--- src/hw/rtl/eight_bit_alu_with_flags_assert.svh ---
// Assertion macros for the eight-bit ALU.
// A_IMP:  when ante holds, cons holds in the same cycle.
// A_NEXT: when ante holds, cons holds in the next cycle.
`ifndef EIGHT_BIT_ALU_WITH_FLAGS_ASSERT_SVH
`define EIGHT_BIT_ALU_WITH_FLAGS_ASSERT_SVH

`ifndef NO_ASSERTIONS
`define A_IMP(lbl, clk, rstn, ante, cons, msg) \
    lbl: assert property (@(posedge clk) disable iff (!(rstn)) (ante) |-> (cons)) \
        else $error(msg);
`define A_NEXT(lbl, clk, rstn, ante, cons, msg) \
    lbl: assert property (@(posedge clk) disable iff (!(rstn)) (ante) |=> (cons)) \
        else $error(msg);
`else
`define A_IMP(lbl, clk, rstn, ante, cons, msg)
`define A_NEXT(lbl, clk, rstn, ante, cons, msg)
`endif

`endif

--- src/hw/rtl/eba_pkg.sv ---
`default_nettype none

package eba_pkg;

    localparam int KIND_W  = 5;
    localparam int WORD_W  = 16;
    localparam int BYTE_W  = 8;
    localparam int INDEX_W = 3;

    localparam int IN_TDATA_W  = 40;
    localparam int OUT_TDATA_W = 24;

    typedef enum logic [KIND_W-1:0] {
        OP_ADD   = 5'd0,
        OP_ADC   = 5'd1,
        OP_SUB   = 5'd2,
        OP_SBC   = 5'd3,
        OP_ADD16 = 5'd4,
        OP_INC   = 5'd5,
        OP_DEC   = 5'd6,
        OP_INC16 = 5'd7,
        OP_DEC16 = 5'd8,
        OP_AND   = 5'd9,
        OP_OR    = 5'd10,
        OP_XOR   = 5'd11,
        OP_CP    = 5'd12,
        OP_BIT   = 5'd13,
        OP_RLCA  = 5'd14,
        OP_RRCA  = 5'd15,
        OP_RLA   = 5'd16,
        OP_RRA   = 5'd17,
        OP_RL    = 5'd18,
        OP_RR    = 5'd19
    } kind_t;

    typedef struct packed {
        logic z;
        logic n;
        logic h;
        logic c;
    } flags_t;

    typedef struct packed {
        logic [INDEX_W-1:0] bit_index;
        logic [WORD_W-1:0]  operand_b;
        logic [WORD_W-1:0]  operand_a;
        logic [KIND_W-1:0]  kind;
    } item_t;

endpackage

`default_nettype wire

--- src/hw/rtl/eight_bit_alu_with_flags.sv ---
`default_nettype none

// Eight-bit ALU with Z/N/H/C flags. One operation per transfer, one result per
// operation, accepted every cycle while m_axis_tready stays high: an input register
// feeds combinational ALU logic that loads the result register and the flag register
// together, so each item sees the flags left by the one before it. Each item passes
// the input register and then the result register before its result is presented;
// throughput is one item per cycle while m_axis_tready stays high. Flags clear on
// reset. Unused operation codes pass operand_a and keep the flags.
`include "eight_bit_alu_with_flags_assert.svh"

module eight_bit_alu_with_flags
    import eba_pkg::*;
(
    input  wire logic                   aclk,
    input  wire logic                   aresetn,
    input  wire logic                   s_axis_tvalid,
    output logic                        s_axis_tready,
    // kind[4:0], operand_a[20:5], operand_b[36:21], bit_index[39:37]
    input  wire logic [IN_TDATA_W-1:0]  s_axis_tdata,
    output logic                        m_axis_tvalid,
    input  wire logic                   m_axis_tready,
    // value[15:0], zero_flag[16], subtract_flag[17], half_carry_flag[18],
    // carry_flag[19], zero pad[23:20]
    output logic [OUT_TDATA_W-1:0]      m_axis_tdata
);

    logic              in_valid_reg;
    item_t             item_reg;
    logic              out_valid_reg;
    logic [WORD_W-1:0] value_reg;
    flags_t            flags_reg;

    logic              advance;
    logic [WORD_W-1:0] value_next;
    flags_t            flags_next;

    assign advance       = in_valid_reg && (!out_valid_reg || m_axis_tready);
    assign s_axis_tready = !in_valid_reg || advance;

    always_ff @(posedge aclk) begin
        if (!aresetn) begin
            in_valid_reg  <= 1'b0;
            out_valid_reg <= 1'b0;
            flags_reg     <= '0;
        end else begin
            if (s_axis_tready) begin
                in_valid_reg <= s_axis_tvalid;
            end
            if (advance) begin
                out_valid_reg <= 1'b1;
                flags_reg     <= flags_next;
            end else if (m_axis_tready) begin
                out_valid_reg <= 1'b0;
            end
        end
    end

    always_ff @(posedge aclk) begin
        if (s_axis_tvalid && s_axis_tready) begin
            item_reg <= item_t'(s_axis_tdata);
        end
        if (advance) begin
            value_reg <= value_next;
        end
    end

    logic [BYTE_W-1:0] a8;
    logic [BYTE_W-1:0] b8;
    logic              cin;
    logic              ci;
    logic [BYTE_W:0]   sum9;
    logic [4:0]        nib5;
    logic [BYTE_W:0]   dif9;
    logic [4:0]        nibd5;
    logic [WORD_W:0]   sum17;
    logic [12:0]       sum13;
    logic [BYTE_W-1:0] res8;
    kind_t             kind;

    always_comb begin
        kind  = kind_t'(item_reg.kind);
        a8    = item_reg.operand_a[BYTE_W-1:0];
        b8    = item_reg.operand_b[BYTE_W-1:0];
        cin   = flags_reg.c;
        ci    = ((kind == OP_ADC) || (kind == OP_SBC)) ? cin : 1'b0;
        sum9  = {1'b0, a8} + {1'b0, b8} + {8'd0, ci};
        nib5  = {1'b0, a8[3:0]} + {1'b0, b8[3:0]} + {4'd0, ci};
        dif9  = {1'b0, a8} - {1'b0, b8} - {8'd0, ci};
        nibd5 = {1'b0, a8[3:0]} - {1'b0, b8[3:0]} - {4'd0, ci};
        sum17 = {1'b0, item_reg.operand_a} + {1'b0, item_reg.operand_b};
        sum13 = {1'b0, item_reg.operand_a[11:0]} + {1'b0, item_reg.operand_b[11:0]};
        res8  = '0;

        value_next = item_reg.operand_a;
        flags_next = flags_reg;

        case (kind)
            OP_ADD, OP_ADC: begin
                res8       = sum9[BYTE_W-1:0];
                value_next = {8'd0, res8};
                flags_next = '{z: (res8 == '0), n: 1'b0, h: nib5[4], c: sum9[BYTE_W]};
            end
            OP_SUB, OP_SBC, OP_CP: begin
                res8       = dif9[BYTE_W-1:0];
                value_next = (kind == OP_CP) ? item_reg.operand_a : {8'd0, res8};
                flags_next = '{z: (res8 == '0), n: 1'b1, h: nibd5[4], c: dif9[BYTE_W]};
            end
            OP_ADD16: begin
                value_next = sum17[WORD_W-1:0];
                flags_next = '{z: flags_reg.z, n: 1'b0, h: sum13[12], c: sum17[WORD_W]};
            end
            OP_INC: begin
                res8       = a8 + 8'd1;
                value_next = {8'd0, res8};
                flags_next = '{z: (res8 == '0), n: 1'b0, h: (a8[3:0] == 4'hF), c: cin};
            end
            OP_DEC: begin
                res8       = a8 - 8'd1;
                value_next = {8'd0, res8};
                flags_next = '{z: (res8 == '0), n: 1'b1, h: (a8[3:0] == 4'h0), c: cin};
            end
            OP_INC16: begin
                value_next = item_reg.operand_a + 16'd1;
            end
            OP_DEC16: begin
                value_next = item_reg.operand_a - 16'd1;
            end
            OP_AND: begin
                res8       = a8 & b8;
                value_next = {8'd0, res8};
                flags_next = '{z: (res8 == '0), n: 1'b0, h: 1'b1, c: 1'b0};
            end
            OP_OR: begin
                res8       = a8 | b8;
                value_next = {8'd0, res8};
                flags_next = '{z: (res8 == '0), n: 1'b0, h: 1'b0, c: 1'b0};
            end
            OP_XOR: begin
                res8       = a8 ^ b8;
                value_next = {8'd0, res8};
                flags_next = '{z: (res8 == '0), n: 1'b0, h: 1'b0, c: 1'b0};
            end
            OP_BIT: begin
                flags_next = '{z: !b8[item_reg.bit_index], n: 1'b0, h: 1'b1, c: cin};
            end
            OP_RLCA: begin
                res8       = {a8[6:0], a8[7]};
                value_next = {8'd0, res8};
                flags_next = '{z: 1'b0, n: 1'b0, h: 1'b0, c: a8[7]};
            end
            OP_RRCA: begin
                res8       = {a8[0], a8[7:1]};
                value_next = {8'd0, res8};
                flags_next = '{z: 1'b0, n: 1'b0, h: 1'b0, c: a8[0]};
            end
            OP_RLA, OP_RL: begin
                res8       = {a8[6:0], cin};
                value_next = {8'd0, res8};
                flags_next = '{z: (kind == OP_RL) && (res8 == '0), n: 1'b0, h: 1'b0,
                               c: a8[7]};
            end
            OP_RRA, OP_RR: begin
                res8       = {cin, a8[7:1]};
                value_next = {8'd0, res8};
                flags_next = '{z: (kind == OP_RR) && (res8 == '0), n: 1'b0, h: 1'b0,
                               c: a8[0]};
            end
            default: begin
                value_next = item_reg.operand_a;
                flags_next = flags_reg;
            end
        endcase
    end

    assign m_axis_tvalid = out_valid_reg;
    assign m_axis_tdata  = {4'd0, flags_reg.c, flags_reg.h, flags_reg.n, flags_reg.z,
                            value_reg};

    // flags move only with a result
    `A_NEXT(a_flags_hold, aclk, aresetn, !advance, $stable(flags_reg),
            "flags changed without a result transfer")
    `A_NEXT(a_result_loaded, aclk, aresetn, advance, out_valid_reg,
            "computed item did not reach the result register")
    `A_IMP(a_flags_match, aclk, aresetn, out_valid_reg,
           m_axis_tdata[19:16] == {flags_reg.c, flags_reg.h, flags_reg.n, flags_reg.z},
           "presented flags differ from flag register")
    `A_IMP(a_ready_when_empty, aclk, aresetn, !in_valid_reg, s_axis_tready,
           "input stage empty but not ready")

endmodule

`default_nettype wire

--- config.mk ---
export PLATFORM = sky130hd
export DESIGN_NAME = eight_bit_alu_with_flags
export DESIGN_NICKNAME = d
export VERILOG_FILES = /design/src/hw/rtl/eba_pkg.sv /design/src/hw/rtl/eight_bit_alu_with_flags.sv
export VERILOG_INCLUDE_DIRS = /design/src /design/src/hw/rtl
export SDC_FILE = /design/constraint.sdc
export NUM_CORES = 1
export LEC_CHECK = 0
export BUFFER_PORTS_ARGS = -buffer_cell sky130_fd_sc_hd__buf_2
export CAP_MARGIN = 20
export CELL_PAD_IN_SITES_DETAIL_PLACEMENT = 1
export CELL_PAD_IN_SITES_GLOBAL_PLACEMENT = 1
export CORE_ASPECT_RATIO = 1.5
export CORE_UTILIZATION = 41
export CTS_CLUSTER_DIAMETER = 150
export CTS_CLUSTER_SIZE = 8
export DETAILED_ROUTE_END_ITERATION = 10
export PLACE_DENSITY = 0.88
export SYNTH_ARGS = -nofsm -noshare
export SYNTH_HDL_FRONTEND = slang
export SYNTH_SLANG_ARGS = --single-unit
--- constraint.sdc ---
create_clock -name aclk -period 3.55 [get_ports aclk]
set_clock_uncertainty 0.1 [all_clocks]
set_input_delay 0.8875 -clock aclk [delete_from_list [all_inputs] [get_ports aclk]]
set_output_delay 0.8875 -clock aclk [all_outputs]
set_load 0.05 [all_outputs]
* After elaboration in Yosys (flattened, before gate mapping)
Index checks and enable logic that the tools add are counted.
** Word-level totals
- Output and inout port bits :: 26
- Logic and storage cells :: 93
- Register bits after elaboration :: 62
** Cells by class
- Mux-type cells :: 8
- Order comparisons :: 1
- Bitwise logic cells :: 7
- Equality and inequality tests :: 20
- Reduce and logical (&&, ||, !) cells :: 32
- $add $sub $neg :: 14
** Operators with widths (count)
- one-hot mux 16 bit (14 select lines) :: 1
- logical NOT 8 bit :: 9
- one-hot mux 4 bit (13 select lines) :: 1
- equality test 5 x 4 -> 1 bit, second input constant :: 8
- equality test 5 x 3 -> 1 bit, second input constant :: 4
- equality test 5 bit, second input constant :: 4
- adder 16 x 16 -> 17 bit :: 1
- adder 16 x 1 -> 16 bit, second input constant :: 1
- 2-to-1 mux 16 bit :: 1
- subtractor 16 x 1 -> 16 bit, second input constant :: 1
- adder 12 x 12 -> 13 bit :: 1
- nonzero test 13 bit :: 1
- nonzero test 12 bit :: 1
- equality test 5 x 2 -> 1 bit, second input constant :: 2
- nonzero test 10 bit :: 1
- adder 8 x 8 -> 9 bit :: 1
- adder 9 x 1 -> 9 bit :: 1
- subtractor 8 x 8 -> 9 bit :: 1
- subtractor 9 x 1 -> 9 bit :: 1
- adder 8 x 1 -> 8 bit, second input constant :: 1
- AND 8 bit :: 1
- OR 8 bit :: 1
- subtractor 8 x 1 -> 8 bit, second input constant :: 1
- XOR 8 bit :: 1
- 21 further kinds :: 36

* Longest topological paths before layout
- Depth after elaboration :: 6
- Gate-level depth with buffers :: 14
- Mapped depth without buffers :: 13

* Worst setup path after synthesis
Ideal clock, no wire load.
- Kind :: reg-to-reg
- From :: register item_reg, in the netlist kind[3]
- To :: register value_reg[15], data pin
- Data required time :: 3185 ps
- Stages on the path, launching flop included :: 13
- Period minus slack after synthesis :: 3378 ps
- Setup time :: 265 ps
- Path slack :: 172 ps
- Data arrival time :: 3014 ps
- Cell sequence :: edfxtp_1 > clkbuf_1 > nor3b_1 > nand2_1 > inv_1 > ha_1 > a21oi_1 > o22ai_1 > a2111oi_1 > o31ai_1 > a221oi_1 > mux2i_1 > nand3_1
** Between the ends
- Cells in the longest elaborated chain, start to end :: 3
** Ends and longest elaborated chain
- from (decl) :: line eight_bit_alu_with_flags.sv:29 : item_t item_reg;
- from (signal assigned) :: line eight_bit_alu_with_flags.sv:61 : item_reg <= item_t'(s_axis_tdata);
- equality test 5 x 2 -> 1 bit, or another cell as far along :: line eight_bit_alu_with_flags.sv:98 : case (kind)
- OR reduction 3 bit, or another cell as far along :: line eight_bit_alu_with_flags.sv:98
- one-hot mux 16 bit (14 select lines) (*) :: line eight_bit_alu_with_flags.sv:98
- via value_next[15] :: line eight_bit_alu_with_flags.sv:35 : logic [WORD_W-1:0] value_next;
- to (signal assigned) :: line eight_bit_alu_with_flags.sv:64 : value_reg <= value_next;
- to (decl) :: line eight_bit_alu_with_flags.sv:31 : logic [WORD_W-1:0] value_reg;
Mark *: on every way through the listed nets, which the timed path passes. The rest lies on a longest branch.
A chain may end at the register's enable or synchronous reset.

* Final worst setup path
- From :: register item_reg, in the netlist kind[2]
- To :: register flags_reg, in the netlist m_axis_tdata[16]
** Between the ends
- Cells in the longest elaborated chain, start to end :: 6
** Ends and longest elaborated chain
- equality test 5 x 1 -> 1 bit / equality test 5 x 2 -> 1 bit (equally long branches) :: line eight_bit_alu_with_flags.sv:86, eight_bit_alu_with_flags.sv:98
- logical OR 1 bit :: line eight_bit_alu_with_flags.sv:86 : ci = ((kind == OP_ADC) || (kind == OP_SBC)) ? cin : 1'b0;
- 2-to-1 mux 1 bit :: line eight_bit_alu_with_flags.sv:86
- subtractor 9 x 1 -> 9 bit / adder 9 x 1 -> 9 bit (equally long branches) :: line eight_bit_alu_with_flags.sv:89, eight_bit_alu_with_flags.sv:87
- logical NOT 8 bit (on tied branches) :: line eight_bit_alu_with_flags.sv:107, eight_bit_alu_with_flags.sv:102
- one-hot mux 4 bit (13 select lines) :: line eight_bit_alu_with_flags.sv:98
- to (signal assigned) :: line eight_bit_alu_with_flags.sv:52 : flags_reg <= flags_next;
- to (decl) :: line eight_bit_alu_with_flags.sv:32 : flags_t flags_reg;
Parallel ways exist; a longest one is shown, timed or not.

==> run metrics <==
CTS sink count=62; Worst slew margin=35.40%; part of the Yosys area used for sequential elements=30.84%; final setup violating endpoints=0; Pwr Density=383.8 nW/um^2; synthesized area per cell=8.878 sq um; TritonRoute pass-1 iters=6; Reg-to-Reg Start=kind[2]; critical path required time=3.72 ns; Boundary Pins=70; final number of hold-violating endpoints=0; worst setup path category=reg -> reg; area inside the core boundary=13990 sq um; total of fill cells in the finished design=1674; die height=148.2 um; outcome=completed; Slew Limit Fails=0; area taken by multi-input logic gates=3797 sq um; min cycle time layout=3.398 ns; share of the clock period used by the worst path=95.72%; endpoint of the most critical register-to-register path=m_axis_tdata[16]; clk_lat worst skew=0.34 ns; total routing usage reported by global routing=33.36%; startpoint of the tightest hold check path=m_axis_tdata[17]; Max Cap Violations=0; remaining number of nets flagged by the antenna check after routing=0; CTS root buf=sky130_fd_sc_hd__clkbuf_16; Die Wd=99.46 um; register bit total from synthesis=62; antenna violations before repair=0; IO Port Bufs=65; total congestion overflow after global routing=0; routed wire length per instance=25.51 um; final design utilization=49.64%; initial standard-cell utilization of the core=41.75%; Peak supply drop=0.2772 mV; max frequency=294.3 MHz; reg-to-reg setup timing slack=0.15 ns; leakage power figure=2.888 nW; gate count of the mapped netlist=658; number of distinct library cell variants in the gate-level netlist after synthesis=67; predominant post-synthesis flop cell=sky130_fd_sc_hd__edfxtp_1; TritonCTS clock tree=done; share of post-route cells with drive strength above 1=19.65%; DRT iter0 DRCs=384; startpoint type of the worst setup path=flip-flop; number of cell rows=53; number of clock buffers inserted by TritonCTS=9; number of flip-flops under the largest register name=19; endpoint of the worst hold-timing path=m_axis_tdata[17]; area of the die=14740 sq um; maximum number of pins on one net before global-route repair=41; worst min-delay path category=reg -> reg; register clock-pin slew on the reported worst setup and hold paths=0.06 ns; via count normalized by instance count=6.401; Setup TNS=0 ns; worst-case reg-to-reg path depth=11; element type at the critical path end=flip-flop; count of H-tree levels built during CTS=3; Area growth, synth to finish=18.89%; number of inserted diodes=0; storage element area=1802 sq um; vias in the first global route=6408; cts-stage hold buffer count=0; total DRC errors in the routed layout=0; CP Max Fanout=5; wire length of the first global-routing pass=36470 um; synthesis warning total=0; Post-synth EDFFs=56; combined area of all synthesized cells=5842 sq um; ys async rst share=0%; hold depth=1; unrepaired setup endpoints after global routing=false; wirelength, routed=23980 um; HPWL reported at the end of detailed placement=18480 um; data arrival time of the critical path=3.57 ns; vias=6017; actual transition at the worst max-transition pin=0.9445 ns; maximum buffer depth of the clock tree=2; final weighted congestion of routability-driven global placement=1.014; final layout net count=850
## how the worst max path moves through the flow
stage,endpoint,start,slack (ns)
2_1_floorplan,value_reg[15],kind[3],0.17
3_3_place_gp,value_reg[7],kind[2],0.13
3_5_place_dp,value_reg[7],kind[2],0.01
4_1_cts,value_reg[7],kind[2],0.01
5_1_grt,value_reg[15],kind[2],0.03
6_report,m_axis_tdata[16],kind[2],0.15
## metrics by stage
step	instance area (sq um)	total power, W	hold WS, ns	setup WS (ns)	instances
floorplan	5853	0.001395	0.3768	0.1718	661
global placement	6590	0.001637	0.3779	0.1287	923
detailed placement	6590	0.001660	0.4017	0.009974	923
CTS	6913	0.002645	0.4159	0.01151	939
global route	6945	0.002759	0.4391	0.03103	940
finish	6945	0.002666	0.4087	0.1518	940
## layout make-up
cell class	count	area share, %
clock buffers	9	3.243
clock inverters	7	1.405
inverters	32	1.729
multi-input cells	528	54.67
flip-flops and latches	62	25.94
well taps	192	3.459
repair buffers	110	9.548
## cells in the mapped netlist (all sizes together) (7+ instances only)
| library cell | number | area [sq um] |
|---|---|---|
| ha | 57 | 713.2 |
| edfxtp | 56 | 1682 |
| nor2 | 50 | 187.7 |
| nand2 | 43 | 161.4 |
| a21oi | 41 | 212.7 |
| o21ai | 40 | 200.2 |
| inv | 32 | 120.1 |
| clkbuf | 26 | 97.59 |
| xor2 | 21 | 183.9 |
| nand3 | 19 | 95.09 |
| nor3 | 19 | 100.1 |
| xnor2 | 19 | 166.4 |
| o22ai | 15 | 93.84 |
| a21o | 13 | 97.59 |
| buf | 13 | 77.58 |
| nor4 | 13 | 81.33 |
| a31oi | 12 | 75.07 |
| a22oi | 10 | 75.07 |
| a2111oi | 9 | 80.08 |
| a211oi | 9 | 77.57 |
| nand2b | 9 | 56.30 |
| nand4 | 9 | 56.30 |
| nor2b | 9 | 56.30 |
| o21a | 9 | 67.56 |
| a221oi | 8 | 70.07 |
| and3 | 8 | 50.05 |
| mux2i | 8 | 80.08 |
| o221ai | 7 | 61.31 |
## per-layer routing
| metal | GRT usage, % | part of all wire [%] | vias to the layer above |
|---|---|---|---|
| li1 | - | - | 2656 |
| met4 | 27.28 | 7.9 | 0 |
| met1 | 34.97 | 36 | 2983 |
| met2 | 58.30 | 51 | 263 |
| met5 | 0 | 0 | - |
| met3 | 5.451 | 5.4 | 115 |
## placed cells by master (no fill, tap or decap), types with 5 or more instances in the layout
cell type / instances
sky130_fd_sc_hd__a211oi_1: 7
sky130_fd_sc_hd__edfxtp_1: 56
sky130_fd_sc_hd__o22ai_1: 15
sky130_fd_sc_hd__and3_1: 8
sky130_fd_sc_hd__nor2b_1: 7
sky130_fd_sc_hd__a31oi_1: 12
sky130_fd_sc_hd__dfxtp_1: 6
sky130_fd_sc_hd__o211ai_1: 6
sky130_fd_sc_hd__a221oi_1: 8
sky130_fd_sc_hd__xor2_1: 21
sky130_fd_sc_hd__nand2_1: 43
sky130_fd_sc_hd__and2_1: 5
sky130_fd_sc_hd__nand2b_1: 9
sky130_fd_sc_hd__nor2_1: 49
sky130_fd_sc_hd__o221ai_1: 7
sky130_fd_sc_hd__a2111oi_0: 6
sky130_fd_sc_hd__a21oi_1: 39
sky130_fd_sc_hd__o21bai_1: 5
sky130_fd_sc_hd__nor3_1: 18
sky130_fd_sc_hd__ha_1: 57
sky130_fd_sc_hd__nand4_1: 9
sky130_fd_sc_hd__fa_1: 5
sky130_fd_sc_hd__o21ai_0: 38
sky130_fd_sc_hd__mux2i_1: 8
sky130_fd_sc_hd__a22oi_1: 10
sky130_fd_sc_hd__nor4_1: 11
sky130_fd_sc_hd__buf_2: 65
sky130_fd_sc_hd__xnor2_1: 19
sky130_fd_sc_hd__inv_1: 31
sky130_fd_sc_hd__o21a_1: 9
sky130_fd_sc_hd__buf_4: 45
sky130_fd_sc_hd__nand3_1: 18
sky130_fd_sc_hd__clkbuf_16: 9
sky130_fd_sc_hd__a21o_1: 13
## critical path: stages (launching register included)
cell	delay (ns)
sky130_fd_sc_hd__edfxtp_1	0.46
sky130_fd_sc_hd__nor2_2	0.18
sky130_fd_sc_hd__nand3_2	0.16
sky130_fd_sc_hd__fa_2	0.40
sky130_fd_sc_hd__ha_1	0.32
sky130_fd_sc_hd__a211oi_2	0.28
sky130_fd_sc_hd__nor2_1	0.09
sky130_fd_sc_hd__a211o_1	0.29
sky130_fd_sc_hd__a21oi_2	0.15
sky130_fd_sc_hd__xnor2_1	0.11
sky130_fd_sc_hd__or4b_1	0.56
sky130_fd_sc_hd__a211oi_2	0.21
## where the power goes
group / total, W / leakage (nW) / internal, W / switching, W
combinational: 0.000788 / 2.14 / 0.000279 / 0.000509
clock: 0.000993 / 0.154 / 0.000618 / 0.000375
sequential: 0.000885 / 0.591 / 0.000851 / 0.0000338
total: 0.00267 / 2.89 / 0.00175 / 0.000918
## logic make-up after synthesis
kind of cell | share of synthesized area (%)
adders and majority gates | 14.26
muxes | 2.335
and+or+nand+nor | 17.41
DFF | 30.84
AOI/OAI and AO/OA | 24.03
xor gates and xnor gates | 5.997
other | 0.06419
buffers and inverters | 5.055
## repair_timing
item | CTS | global route
buffers inserted | 0 | 1
gates resized for setup | 0 | 9
endpoints found under the setup margin | 0 | 6
No activity file was read; power rests on OpenSTA's default activity.
